## src/hdl/tlsm_pkg.sv

```systemverilog
// ----------------------------------------------------------------------------
// tlsm_pkg: shared types and constants for the track lock state machine
// Mode encoding, result codes, register indexes and the per-beat item
// handed from the input stage to the state update stage.
// ----------------------------------------------------------------------------
package tlsm_pkg;

    // configuration register indexes
    localparam logic [2:0] CFG_LOCK_SCORE      = 3'd0;
    localparam logic [2:0] CFG_CONFIRM_FRAMES  = 3'd1;
    localparam logic [2:0] CFG_LOST_LIMIT      = 3'd2;
    localparam logic [2:0] CFG_HOLD_TIMEOUT_MS = 3'd3;
    localparam logic [2:0] CFG_FLOATING_GAP_MM = 3'd4;

    localparam int CfgDataW = 20;

    // reset values of the configuration registers
    localparam logic [10:0] LockScoreRst     = 11'd717;
    localparam logic [7:0]  ConfirmFramesRst = 8'd2;
    localparam logic [7:0]  MaxLostFramesRst = 8'd8;
    localparam logic [19:0] HoldTimeoutRst   = 20'd5000;
    localparam logic [14:0] FloatingGapRst   = 15'd300;

    // speed limit of 100 mm/s, squared
    localparam logic [31:0] SpeedSqLimit = 32'd10000;

    // load_state codes on the result port
    localparam logic [2:0] LOAD_UNKNOWN = 3'd0;
    localparam logic [2:0] LOAD_GROUND  = 3'd1;
    localparam logic [2:0] LOAD_MOVING  = 3'd2;
    localparam logic [2:0] LOAD_STATIC  = 3'd3;
    localparam logic [2:0] LOAD_LOST    = 3'd4;

    // risk codes
    localparam logic [1:0] RISK_IDLE    = 2'd0;
    localparam logic [1:0] RISK_NORMAL  = 2'd1;
    localparam logic [1:0] RISK_UNKNOWN = 2'd2;

    typedef enum logic [4:0] {
        MODE_UNKNOWN = 5'b00001,
        MODE_GROUND  = 5'b00010,
        MODE_MOVING  = 5'b00100,
        MODE_STATIC  = 5'b01000,
        MODE_LOST    = 5'b10000
    } mode_t;

    typedef struct packed {
        logic [10:0] lock_score;
        logic [7:0]  confirm_frames;
        logic [7:0]  lost_limit;
        logic [19:0] hold_timeout_ms;
        logic [14:0] floating_gap_mm;
    } cfg_t;

    // one tracker report after the input register
    typedef struct packed {
        logic               valid;
        logic [15:0]        track;
        logic [10:0]        score;
        logic               fast;
        logic signed [15:0] clearance;
        logic [31:0]        stamp;
    } item_t;

    function automatic logic [2:0] load_code(mode_t m);
        logic [2:0] c;
        case (m)
            MODE_UNKNOWN: c = LOAD_UNKNOWN;
            MODE_GROUND:  c = LOAD_GROUND;
            MODE_MOVING:  c = LOAD_MOVING;
            MODE_STATIC:  c = LOAD_STATIC;
            MODE_LOST:    c = LOAD_LOST;
            default:      c = LOAD_UNKNOWN;
        endcase
        return c;
    endfunction

    function automatic logic [1:0] risk_code(mode_t m);
        logic [1:0] r;
        case (m)
            MODE_UNKNOWN: r = RISK_UNKNOWN;
            MODE_LOST:    r = RISK_UNKNOWN;
            MODE_STATIC:  r = RISK_IDLE;
            MODE_GROUND:  r = RISK_NORMAL;
            MODE_MOVING:  r = RISK_NORMAL;
            default:      r = RISK_UNKNOWN;
        endcase
        return r;
    endfunction

endpackage

```

## src/hdl/tlsm_cfg.sv

```systemverilog
// ----------------------------------------------------------------------------
// tlsm_cfg: configuration register file
// Five write-only registers; writes to unused indexes are dropped.
// ----------------------------------------------------------------------------
module tlsm_cfg
(
    input  logic                          clk,
    input  logic                          rst_n,
    input  logic                          cfg_we,
    input  logic [2:0]                    cfg_index,
    input  logic [tlsm_pkg::CfgDataW-1:0] cfg_data,
    output tlsm_pkg::cfg_t                cfg
);
    import tlsm_pkg::*;

    cfg_t cfg_reg;
    cfg_t cfg_next;

    always_comb
    begin
        cfg_next = cfg_reg;
        if (cfg_we)
        begin
            case (cfg_index)
                CFG_LOCK_SCORE:      cfg_next.lock_score      = cfg_data[10:0];
                CFG_CONFIRM_FRAMES:  cfg_next.confirm_frames  = cfg_data[7:0];
                CFG_LOST_LIMIT:      cfg_next.lost_limit      = cfg_data[7:0];
                CFG_HOLD_TIMEOUT_MS: cfg_next.hold_timeout_ms = cfg_data[19:0];
                CFG_FLOATING_GAP_MM: cfg_next.floating_gap_mm = cfg_data[14:0];
                default:             cfg_next = cfg_reg;
            endcase
        end
    end

    always_ff @(posedge clk or negedge rst_n)
    begin
        if (!rst_n)
        begin
            cfg_reg.lock_score      <= LockScoreRst;
            cfg_reg.confirm_frames  <= ConfirmFramesRst;
            cfg_reg.lost_limit      <= MaxLostFramesRst;
            cfg_reg.hold_timeout_ms <= HoldTimeoutRst;
            cfg_reg.floating_gap_mm <= FloatingGapRst;
        end
        else
        begin
            cfg_reg <= cfg_next;
        end
    end

    assign cfg = cfg_reg;

endmodule

```

## src/hdl/tlsm_front.sv

```systemverilog
// ----------------------------------------------------------------------------
// tlsm_front: input register
// Captures one report beat and reduces the velocity to a single
// over-speed flag (sum of squares against the limit).
// ----------------------------------------------------------------------------
module tlsm_front
(
    input  logic                clk,
    input  logic                rst_n,
    input  logic                in_valid,
    output logic                in_ready,
    input  logic                report_valid,
    input  logic [15:0]         report_track,
    input  logic [10:0]         report_score,
    input  logic signed [15:0]  vel_x,
    input  logic signed [15:0]  vel_y,
    input  logic signed [15:0]  vel_z,
    input  logic signed [15:0]  clearance_mm,
    input  logic [31:0]         stamp_ms,
    input  logic                take,
    output logic                item_valid,
    output tlsm_pkg::item_t     item
);
    import tlsm_pkg::*;

    logic               valid_reg;
    logic               valid_next;
    item_t              item_reg;
    logic signed [31:0] sq_x;
    logic signed [31:0] sq_y;
    logic signed [31:0] sq_z;
    logic [31:0]        speed_sq;
    logic               accept;

    // each square is at most 2^30, so the sum fits 32 bits unsigned
    assign sq_x     = vel_x * vel_x;
    assign sq_y     = vel_y * vel_y;
    assign sq_z     = vel_z * vel_z;
    assign speed_sq = 32'(sq_x) + 32'(sq_y) + 32'(sq_z);

    assign in_ready   = !valid_reg || take;
    assign accept     = in_valid && in_ready;
    assign valid_next = accept ? 1'b1 : (take ? 1'b0 : valid_reg);

    always_ff @(posedge clk or negedge rst_n)
    begin
        if (!rst_n)
        begin
            valid_reg <= 1'b0;
        end
        else
        begin
            valid_reg <= valid_next;
        end
    end

    always_ff @(posedge clk)
    begin
        if (accept)
        begin
            item_reg.valid     <= report_valid;
            item_reg.track     <= report_track;
            item_reg.score     <= report_score;
            item_reg.fast      <= speed_sq > SpeedSqLimit;
            item_reg.clearance <= clearance_mm;
            item_reg.stamp     <= stamp_ms;
        end
    end

    assign item_valid = valid_reg;
    assign item       = item_reg;

endmodule

```

## src/hdl/tlsm_core.sv

```systemverilog
// ----------------------------------------------------------------------------
// tlsm_core: lock state update and result register
// Applies one report to the lock state and registers the result beat.
// ----------------------------------------------------------------------------
module tlsm_core
(
    input  logic            clk,
    input  logic            rst_n,
    input  tlsm_pkg::cfg_t  cfg,
    input  logic            item_valid,
    input  tlsm_pkg::item_t item,
    output logic            take,
    output logic            out_valid,
    input  logic            out_ready,
    output logic [2:0]      load_state,
    output logic            is_locked,
    output logic [15:0]     locked_track,
    output logic [1:0]      risk,
    output logic [7:0]      lost_frames
);
    import tlsm_pkg::*;

    mode_t       mode_reg;
    mode_t       mode_next;
    logic        locked_reg;
    logic        locked_next;
    logic [15:0] locked_id_reg;
    logic [15:0] locked_id_next;
    logic [7:0]  miss_reg;
    logic [7:0]  miss_next;
    logic [7:0]  confirm_reg;
    logic [7:0]  confirm_next;
    logic [31:0] last_motion_reg;
    logic [31:0] last_motion_next;
    logic        out_valid_reg;
    logic        out_valid_next;
    logic [2:0]  load_state_reg;
    logic        is_locked_reg;
    logic [15:0] locked_track_reg;
    logic [1:0]  risk_reg;
    logic [7:0]  lost_frames_reg;

    logic [7:0]  miss_inc;
    logic [7:0]  confirm_inc;
    logic [13:0] score_x5;
    logic [13:0] lock_x4;
    logic [31:0] since_motion;
    logic        in_hold;
    logic        suspended;

    assign take = item_valid && (!out_valid_reg || out_ready);

    assign miss_inc     = (miss_reg == 8'hFF) ? miss_reg : miss_reg + 8'd1;
    assign confirm_inc  = (confirm_reg == 8'hFF) ? confirm_reg : confirm_reg + 8'd1;
    // score >= 0.8 * lock_score, kept exact as 5*score >= 4*lock_score
    assign score_x5     = 14'({item.score, 2'b00}) + 14'(item.score);
    assign lock_x4      = 14'({cfg.lock_score, 2'b00});
    assign since_motion = item.stamp - last_motion_reg;
    assign in_hold      = since_motion < 32'(cfg.hold_timeout_ms);
    assign suspended    = item.clearance > $signed({1'b0, cfg.floating_gap_mm});

    always_comb
    begin
        mode_next        = mode_reg;
        locked_next      = locked_reg;
        locked_id_next   = locked_id_reg;
        miss_next        = miss_reg;
        confirm_next     = confirm_reg;
        last_motion_next = last_motion_reg;
        if (take)
        begin
            if (!item.valid)
            begin
                if (mode_reg == MODE_MOVING || mode_reg == MODE_STATIC)
                begin
                    miss_next = miss_inc;
                    if (miss_inc > cfg.lost_limit)
                    begin
                        mode_next      = MODE_LOST;
                        locked_next    = 1'b0;
                        locked_id_next = 16'd0;
                    end
                end
            end
            else if (!locked_reg || locked_id_reg != item.track)
            begin
                if (item.score >= cfg.lock_score)
                begin
                    if (confirm_inc >= cfg.confirm_frames)
                    begin
                        locked_next      = 1'b1;
                        locked_id_next   = item.track;
                        mode_next        = MODE_MOVING;
                        miss_next        = 8'd0;
                        confirm_next     = 8'd0;
                        last_motion_next = item.stamp;
                    end
                    else
                    begin
                        confirm_next = confirm_inc;
                    end
                end
                else
                begin
                    confirm_next = 8'd0;
                end
            end
            else
            begin
                miss_next    = 8'd0;
                confirm_next = 8'd0;
                if (score_x5 >= lock_x4)
                begin
                    if (item.fast)
                    begin
                        mode_next        = MODE_MOVING;
                        last_motion_next = item.stamp;
                    end
                    else if (in_hold || suspended)
                    begin
                        mode_next = MODE_STATIC;
                    end
                    else
                    begin
                        mode_next = MODE_GROUND;
                    end
                end
                else
                begin
                    mode_next      = MODE_LOST;
                    locked_next    = 1'b0;
                    locked_id_next = 16'd0;
                end
            end
        end
    end

    assign out_valid_next = take ? 1'b1 : (out_ready ? 1'b0 : out_valid_reg);

    always_ff @(posedge clk or negedge rst_n)
    begin
        if (!rst_n)
        begin
            mode_reg        <= MODE_UNKNOWN;
            locked_reg      <= 1'b0;
            locked_id_reg   <= 16'd0;
            miss_reg        <= 8'd0;
            confirm_reg     <= 8'd0;
            last_motion_reg <= 32'd0;
            out_valid_reg   <= 1'b0;
        end
        else
        begin
            mode_reg        <= mode_next;
            locked_reg      <= locked_next;
            locked_id_reg   <= locked_id_next;
            miss_reg        <= miss_next;
            confirm_reg     <= confirm_next;
            last_motion_reg <= last_motion_next;
            out_valid_reg   <= out_valid_next;
        end
    end

    // result beat reflects the state after this report
    always_ff @(posedge clk)
    begin
        if (take)
        begin
            load_state_reg   <= load_code(mode_next);
            is_locked_reg    <= locked_next;
            locked_track_reg <= locked_id_next;
            risk_reg         <= risk_code(mode_next);
            lost_frames_reg  <= miss_next;
        end
    end

    assign out_valid    = out_valid_reg;
    assign load_state   = load_state_reg;
    assign is_locked    = is_locked_reg;
    assign locked_track = locked_track_reg;
    assign risk         = risk_reg;
    assign lost_frames  = lost_frames_reg;

    a_unlocked_id_zero: assert property (@(posedge clk) disable iff (!rst_n)
        !locked_reg |-> locked_id_reg == 16'd0)
        else $error("locked id nonzero without a lock");

    a_locked_mode: assert property (@(posedge clk) disable iff (!rst_n)
        locked_reg |-> (mode_reg == MODE_MOVING || mode_reg == MODE_STATIC ||
                        mode_reg == MODE_GROUND))
        else $error("locked track in unknown or lost mode");

    a_lock_clears_counts: assert property (@(posedge clk) disable iff (!rst_n)
        $rose(locked_reg) |-> (confirm_reg == 8'd0 && miss_reg == 8'd0))
        else $error("counters not cleared on lock");

    a_state_only_on_take: assert property (@(posedge clk) disable iff (!rst_n)
        !take |=> ($stable(mode_reg) && $stable(locked_reg) && $stable(miss_reg)))
        else $error("state changed without a report");

endmodule

```

## src/hdl/track_lock_state_machine.sv

```systemverilog
// ----------------------------------------------------------------------------
// track_lock_state_machine: lock state of a suspended-load track
// Takes one tracker report per beat and returns the updated lock state.
// ----------------------------------------------------------------------------
// Input channel in_valid/in_ready carries one tracker report per beat;
// output channel out_valid/out_ready returns exactly one result beat per
// report, in order. Registers are written through cfg_we/cfg_index/cfg_data;
// the user must write them only while no report is in flight, as the block
// itself has no check for it. A report passes two register stages: the
// input register and the result register. Throughput: one report per
// cycle while the receiver takes results; the lock state is updated
// combinationally between the input register and the result register,
// so the next report sees it with no bubble.
// The velocity squares are formed in front of the input register, so the
// three 16x16 multipliers set the input-side path.
// Reset clears the lock state (mode unknown, no lock, counters zero) and
// loads the register defaults. When the receiver stalls, the result beat
// holds and the input register still takes one report if it is empty;
// after that in_ready drops until the result is taken.
// ----------------------------------------------------------------------------
module track_lock_state_machine
(
    input  logic                          clk,
    input  logic                          rst_n,
    input  logic                          cfg_we,
    input  logic [2:0]                    cfg_index,
    input  logic [tlsm_pkg::CfgDataW-1:0] cfg_data,
    input  logic                          in_valid,
    output logic                          in_ready,
    input  logic                          report_valid,
    input  logic [15:0]                   report_track,
    input  logic [10:0]                   report_score,
    input  logic signed [15:0]            vel_x,
    input  logic signed [15:0]            vel_y,
    input  logic signed [15:0]            vel_z,
    input  logic signed [15:0]            clearance_mm,
    input  logic [31:0]                   stamp_ms,
    output logic                          out_valid,
    input  logic                          out_ready,
    output logic [2:0]                    load_state,
    output logic                          is_locked,
    output logic [15:0]                   locked_track,
    output logic [1:0]                    risk,
    output logic [7:0]                    lost_frames
);
    import tlsm_pkg::*;

    cfg_t  cfg;
    item_t item;
    logic  item_valid;
    logic  take;

    tlsm_cfg u_cfg
    (
        .clk       (clk),
        .rst_n     (rst_n),
        .cfg_we    (cfg_we),
        .cfg_index (cfg_index),
        .cfg_data  (cfg_data),
        .cfg       (cfg)
    );

    tlsm_front u_front
    (
        .clk          (clk),
        .rst_n        (rst_n),
        .in_valid     (in_valid),
        .in_ready     (in_ready),
        .report_valid (report_valid),
        .report_track (report_track),
        .report_score (report_score),
        .vel_x        (vel_x),
        .vel_y        (vel_y),
        .vel_z        (vel_z),
        .clearance_mm (clearance_mm),
        .stamp_ms     (stamp_ms),
        .take         (take),
        .item_valid   (item_valid),
        .item         (item)
    );

    tlsm_core u_core
    (
        .clk          (clk),
        .rst_n        (rst_n),
        .cfg          (cfg),
        .item_valid   (item_valid),
        .item         (item),
        .take         (take),
        .out_valid    (out_valid),
        .out_ready    (out_ready),
        .load_state   (load_state),
        .is_locked    (is_locked),
        .locked_track (locked_track),
        .risk         (risk),
        .lost_frames  (lost_frames)
    );

endmodule

```

## config.mk

```make
export PLATFORM = sky130hd
export DESIGN_NAME = track_lock_state_machine
export DESIGN_NICKNAME = d
export VERILOG_FILES = /design/src/hdl/tlsm_pkg.sv /design/src/hdl/tlsm_cfg.sv /design/src/hdl/tlsm_front.sv /design/src/hdl/tlsm_core.sv /design/src/hdl/track_lock_state_machine.sv
export SDC_FILE = /design/constraint.sdc
export NUM_CORES = 2
export LEC_CHECK = 0
export ABC_AREA = 1
export BUFFER_PORTS_ARGS = -buffer_cell sky130_fd_sc_hd__buf_2
export CORE_MARGIN = 2
export CORE_UTILIZATION = 38
export CTS_BUF_LIST = sky130_fd_sc_hd__clkbuf_8
export DETAILED_ROUTE_END_ITERATION = 8
export SYNTH_ARGS = -nofsm -noshare
export SYNTH_HDL_FRONTEND = slang
export SYNTH_HIERARCHICAL = 1
export SYNTH_SLANG_ARGS = --single-unit
```

## constraint.sdc

```tcl
create_clock -name clk -period 6.5 [get_ports clk]
set_input_delay 0.975 -clock clk [delete_from_list [all_inputs] [get_ports clk]]
set_output_delay 0.975 -clock clk [all_outputs]
set_load 0.1 [all_outputs]
```

# [Word level (Yosys, flattened, before mapping)]
# Index checks and enable logic that the tools add are counted.
[word_totals] ff_bits=241 in_bits=152 output_inout_bits=32 wordCells=126
[classes] add_sub_neg=6 mul=3 magnitude_cmp=7 eq_ne=15 muxes=48 reduce_logical=23
[op_table] op="$mux W32" n=5
[op_table] op="$mux W16" n=8
[op_table] op="$mul A16 B16 Y32" n=3
[op_table] op="$mux W8" n=11
[op_table] op="$add A32 B32 Y32" n=2
[op_table] op="$mux W5" n=9
[op_table] op="$gt A32 B14 Y1 const B" n=1
[op_table] op="$lt A32 B20 Y1" n=1
[op_table] op="$sub A32 B32 Y32" n=1
[op_table] op="$add A8 B1 Y8 const B" n=2
[op_table] op="$eq A8 B8 Y1 const B" n=2
[op_table] op="$gt A16 B16 Y1" n=1
[op_table] op="$ne A16 B16 Y1" n=1
[op_table] op="$add A13 B11 Y14" n=1
[op_table] op="$ge A14 B13 Y1" n=1
[op_table] op="$mux W1" n=12
[op_table] op="$pmux W3 S4" n=1
[op_table] op="$reduce_and A2 Y1" n=6
[op_table] op="$ge A11 B11 Y1" n=1
[op_table] op="$eq A5 B3 Y1 const B" n=2
[op_table] op="$eq A5 B4 Y1 const B" n=2
[op_table] op="$ge A8 B8 Y1" n=1
[op_table] op="$gt A8 B8 Y1" n=1
[op_table] op="$reduce_bool A2 Y1" n=4
[op_table] op="14 further kinds" n=23

# [Longest topological paths before layout]
[logic_depth] depth_word=12 mapped_depth=37 mapped_depth_nobuf=35

# [Modules after synthesis]
# The synthesis kept the hierarchy.
[by_module_without_submodules] module="tlsm_front" n_inst=1 cells_each=3285 area_per_inst_um2=30136.4 seq_area_each_um2=2337.2
[by_module_without_submodules] module="tlsm_core" n_inst=1 cells_each=1378 area_per_inst_um2=9495.4 seq_area_each_um2=2678.8
[by_module_without_submodules] module="tlsm_cfg" n_inst=1 cells_each=279 area_per_inst_um2=2526.2 seq_area_each_um2=1572.8

# [Worst setup path before layout]
# No wires, ideal clock.
[synth_timing] path_type="in2reg" start="in vel_z[15]" end="reg u_front.item_reg, in the netlist u_front/item[48] (data pin)" setup_ns=0.264 arrival_time_ns=7.947 slack_ns=-1.711 path_stages=29 path_buffers=2 path_cell_list="clkbuf_1 > clkbuf_1 > nand2_1 > fa_1 > inv_1 > fa_1 > fa_1 > inv_1 > fa_1 > inv_1 > fa_1 > fa_1 > fa_1 > fa_1 > inv_1 > fa_1 > inv_1 > ha_1 > nand2_1 > inv_1 > nand3_1 > nor3_1 > nand3_1 > nand3_2 > o21ai_0 > nor2_1 > nand4_1 > nor2_1 > nand4_1"
[synth_between] elab_chain_len=3
[synth_lines] item="start: declaration" line_no="track_lock_state_machine.sv:35" rtl="input logic signed [15:0] vel_z,"
[synth_lines] item="$mul A16 B16 Y32" line_no="tlsm_front.sv:38" rtl="assign sq_z = vel_z * vel_z;"
[synth_lines] item="$add A32 B32 Y32" line_no="tlsm_front.sv:39" rtl="assign speed_sq = 32'(sq_x) + 32'(sq_y) + 32'(sq_z);"
[synth_lines] item="$gt A32 B14 Y1" line_no="tlsm_front.sv:64" rtl="item_reg.fast <= speed_sq > SpeedSqLimit;"
[synth_lines] item="end: declaration" line_no="tlsm_front.sv:28" rtl="item_t item_reg;"
# Every way passes these cells.
# A chain may end at the register's enable or synchronous reset.

# [Worst setup path in the final report]
[layout_timing] start="in vel_z[6]" end="reg u_front.item_reg, in the netlist u_front/item[48] (data pin)"
# Same word-level chain as after synthesis.

==> flow_metrics.py <==
metrics = {
    "sta": {
        "slew_headroom_pct": 32.6,
        "tightest_slew_ns": 1.00,
        "finClkSkew_ns": 0.0273,
        "timing.setup.tns_ns": -1.05,
        "setup_violations": 1,
        "hold_viol": 0,
        "max_freq_ghz": 0.132,
        "hold_ws_ns": 0.413,
        "rsz0062_at_grt": "yes",
        "timing.final.crit_share_pct": 116,
        "setup_ws_ns": -1.05,
        "period_minus_slack_ns": 7.55,
        "finalMaxSlewViolations": 0,
    },
    "routing": {
        "remaining_drc_errors": 0,
        "detail_route.wirelength_um": 104000,
        "viasPerCell": 4.50,
        "wl_per_cell_um": 14.8,
        "postRouteAntennaNets": 0,
        "drtIter0Drc": 1679,
        "vias": 31500,
        "first_pass_iters": 5,
    },
    "synthesis": {
        "synth-edff-count": 107,
        "synth.avg_cell_area_um2": 8.53,
        "syn_inst": 4942,
        "synth-seq-area-share_pct": 15.6,
        "synth.cell_area_mm2": 0.0422,
        "synth.distinct_cells": 54,
        "async_flop_share_pct": 55.6,
        "ys_ff_latch": 241,
        "ys.warnings.count": 6,
        "syn_nets": 6235,
        "synth_ff_type": "dfrtp_1",
    },
    "job": {
        "cap_violations": 0,
    },
    "global_route": {
        "grt_pass1_wl_um": 173000,
        "grt_overflow": 0,
        "grt_max_degree": 69,
        "grt_pass1_vias": 33900,
        "grt.total_usage_pct": 19.2,
        "antenna_found_initial": 15,
    },
    "hold_path": {
        "min_path_type": "primary input to async pin",
    },
    "clock_network": {
        "clock_latency_ns": 0.56,
        "cts_made_buffers": 39,
        "cts_root_buffer": "clkbuf_8",
        "clk_path_buf_depth": 3,
        "clk_pin_slew_ns": 0.07,
        "htree_levels": 2,
        "cts_tree": "yes",
        "cts.sinks": 241,
    },
    "worst_setup_path": {
        "endpoint_kind": "flip-flop",
        "crit_fanout": 8,
        "path_class": "primary input to flip-flop",
        "arrival_ns": 7.85,
        "worst_ep_required_time_ns": 6.80,
        "critPathLaunchType": "primary input",
    },
    "status": {
        "violations": "negative setup slack",
        "status": "complete, but fails checks",
    },
    "die": {
        "pin_count": 184,
        "initial_core_util_pct": 38.2,
        "core_mm2": 0.110,
        "rows": 122,
        "die_h_um": 337,
        "die-area_mm2": 0.114,
        "die_w_um": 337,
    },
    "final_layout": {
        "syn_to_final_growth_pct": 17.9,
        "instances_no_fill": 6994,
        "drive_gt1_share_pct": 16.9,
        "finalNetCount": 6766,
        "largest_reg_flops": 77,
    },
    "place": {
        "dp.cells": 6885,
        "pre_cts_slack_ns": -1.97,
        "io_buffers": 183,
        "routabilityCongestion": 0.897,
        "hpwlAfterDp_um": 90500,
    },
}
worst paths after layout:
kind | from | to | slack (ns) | depth (start not counted)
setup / recovery | vel_z[6] | u_front/item[48]$_DFFE_PP_ | -1.05 | 26
hold / removal | rst_n | u_core/locked_id_reg[3]$_DFF_PN0_ | 0.41 | 1
setup reg to reg | u_core/confirm_reg[1]$_DFFE_PN0P_ | u_core/last_motion_reg[31]$_DFFE_PN0P_ | 1.96 | 21
max in group asynchronous | rst_n | u_core/last_motion_reg[16]$_DFFE_PN0P_ | 4.71 | 2
min in group clk | u_cfg/cfg[58]$_DFFE_PN1P_ | u_cfg/cfg[58]$_DFFE_PN1P_ | 0.46 | 2
hold reg to reg | u_cfg/cfg[58]$_DFFE_PN1P_ | u_cfg/cfg[58]$_DFFE_PN1P_ | 0.46 | 2
Yosys cell counts (2+ instances only):
| cell type | instances | area, um^2 |
|---|---|---|
| dfstp_2 | 18 | 473 |
| a31oi_1 | 32 | 200 |
| buf_4 | 4 | 30.0 |
| buf_6 | 3 | 33.8 |
| and3_1 | 2 | 12.5 |
| nand3b_1 | 13 | 97.6 |
| nor4_1 | 4 | 25.0 |
| o21a_1 | 4 | 30.0 |
| edfxtp_1 | 107 | 3210 |
| nand3_1 | 114 | 571 |
| nand3_2 | 8 | 80.1 |
| a22oi_1 | 17 | 128 |
| nand2_4 | 2 | 22.5 |
| a21oi_2 | 5 | 43.8 |
| o211ai_1 | 3 | 22.5 |
| inv_1 | 1542 | 5790 |
| nor3_1 | 19 | 95.1 |
| xnor2_1 | 36 | 315 |
| a21o_1 | 6 | 45.0 |
| clkbuf_1 | 105 | 394 |
| a21oi_1 | 128 | 641 |
| o21bai_1 | 12 | 90.1 |
| dfrtp_1 | 116 | 2900 |
| xor2_1 | 63 | 552 |
| o221ai_1 | 3 | 26.3 |
| or2_2 | 14 | 87.6 |
| nand4_1 | 36 | 225 |
| buf_2 | 12 | 60.1 |
| ha_1 | 322 | 4030 |
| fa_1 | 819 | 16400 |
| o21ai_0 | 49 | 245 |
| nand2_2 | 27 | 169 |
| nor2_4 | 10 | 113 |
| a211oi_1 | 4 | 30.0 |
| inv_2 | 9 | 33.8 |
| nor2_1 | 187 | 702 |
| o2111ai_1 | 2 | 17.5 |
| buf_1 | 5 | 18.8 |
| nand2_1 | 1033 | 3880 |
| o22ai_1 | 24 | 150 |
| nor2_2 | 10 | 62.6 |
cell families (layout without fill, tap and decap cells):
group	count (synthesis)	in the layout	share of synthesized area, %
adders and majority gates	1141	1141	48.4
AOI/OAI and AO/OA	294	294	4.07
and+or+nand+nor	1484	1485	14.7
buffers and inverters	1681	2240	15.1
muxes	1	1	0.0267
other	1	5	0.00890
xor gates and xnor gates	99	99	2.06
DFF	241	241	15.6
critical path, stage by stage:
cell	delay [ns]
buf_4	0.16
buf_12	0.15
nand2_1	0.08
inv_1	0.06
fa_2	0.55
buf_4	0.15
fa_1	0.46
buf_6	0.16
fa_1	0.46
fa_1	0.51
fa_1	0.52
inv_1	0.06
fa_1	0.53
inv_1	0.05
fa_1	0.47
inv_1	0.05
fa_1	0.49
fa_1	0.61
inv_2	0.09
ha_4	0.27
a21oi_1	0.13
a21boi_0	0.32
o2111ai_2	0.17
xor2_1	0.16
nor2_1	0.11
nand4_1	0.10
area by class of cell:
type | count | area [um^2]
sequential | 241 | 6590
antenna | 4 | 10.0
clock inverter | 27 | 139
fill | 10900 | 60700
clock buffer | 43 | 592
tap | 1488 | 1860
inverter | 1552 | 5850
multi-input combinational | 3021 | 30000
timing repair buffer | 618 | 4710
layout by cell type, fill, tap and decap left out, types with 12 or more instances in the layout:
cell,count
ha_1,299
xnor2_1,35
nor2_4,17
o21bai_1,12
fa_2,18
buf_6,35
nor3_1,14
a21oi_2,15
inv_1,1526
buf_4,421
dfstp_2,18
or2_2,14
xor2_1,63
nor2_1,177
nand2_1,1000
o22ai_1,24
a21oi_1,112
nor2_2,13
o21ai_0,44
fa_1,801
ha_4,22
edfxtp_1,107
buf_12,19
nand3_1,109
nand4_1,36
clkbuf_8,43
a31oi_1,32
a22oi_1,17
nand3b_1,13
nand3_2,12
buf_2,139
nand2_4,12
inv_2,36
nand2_2,50
dfrtp_1,116
metal layers:
metal	track usage [%]	share of wire (%)
met1	26.1	45
met2	33.5	50
met3	1.74	3.8
met4	3.39	1.8
met5	0	0.040
through the flow:
step,util [%],cell area [um^2]
after floorplan,-,42800
final,45.0,49700
after detailed placement,43.4,47900
after global placement,43.4,47900
after CTS,44.8,49400
after global routing,45.0,49700
repair_timing:
item / CTS / global route
setup endpoints to repair: 1 / 1
hold buffers: 0 / 0
resized for setup: 172 / 50
pin swaps: 88 / 54
cloned: 2 / 0
setup buffers: 26 / 7
Power is not shown: default switching activity piles up to over one toggle a cycle in this logic, so the estimate is an artifact.
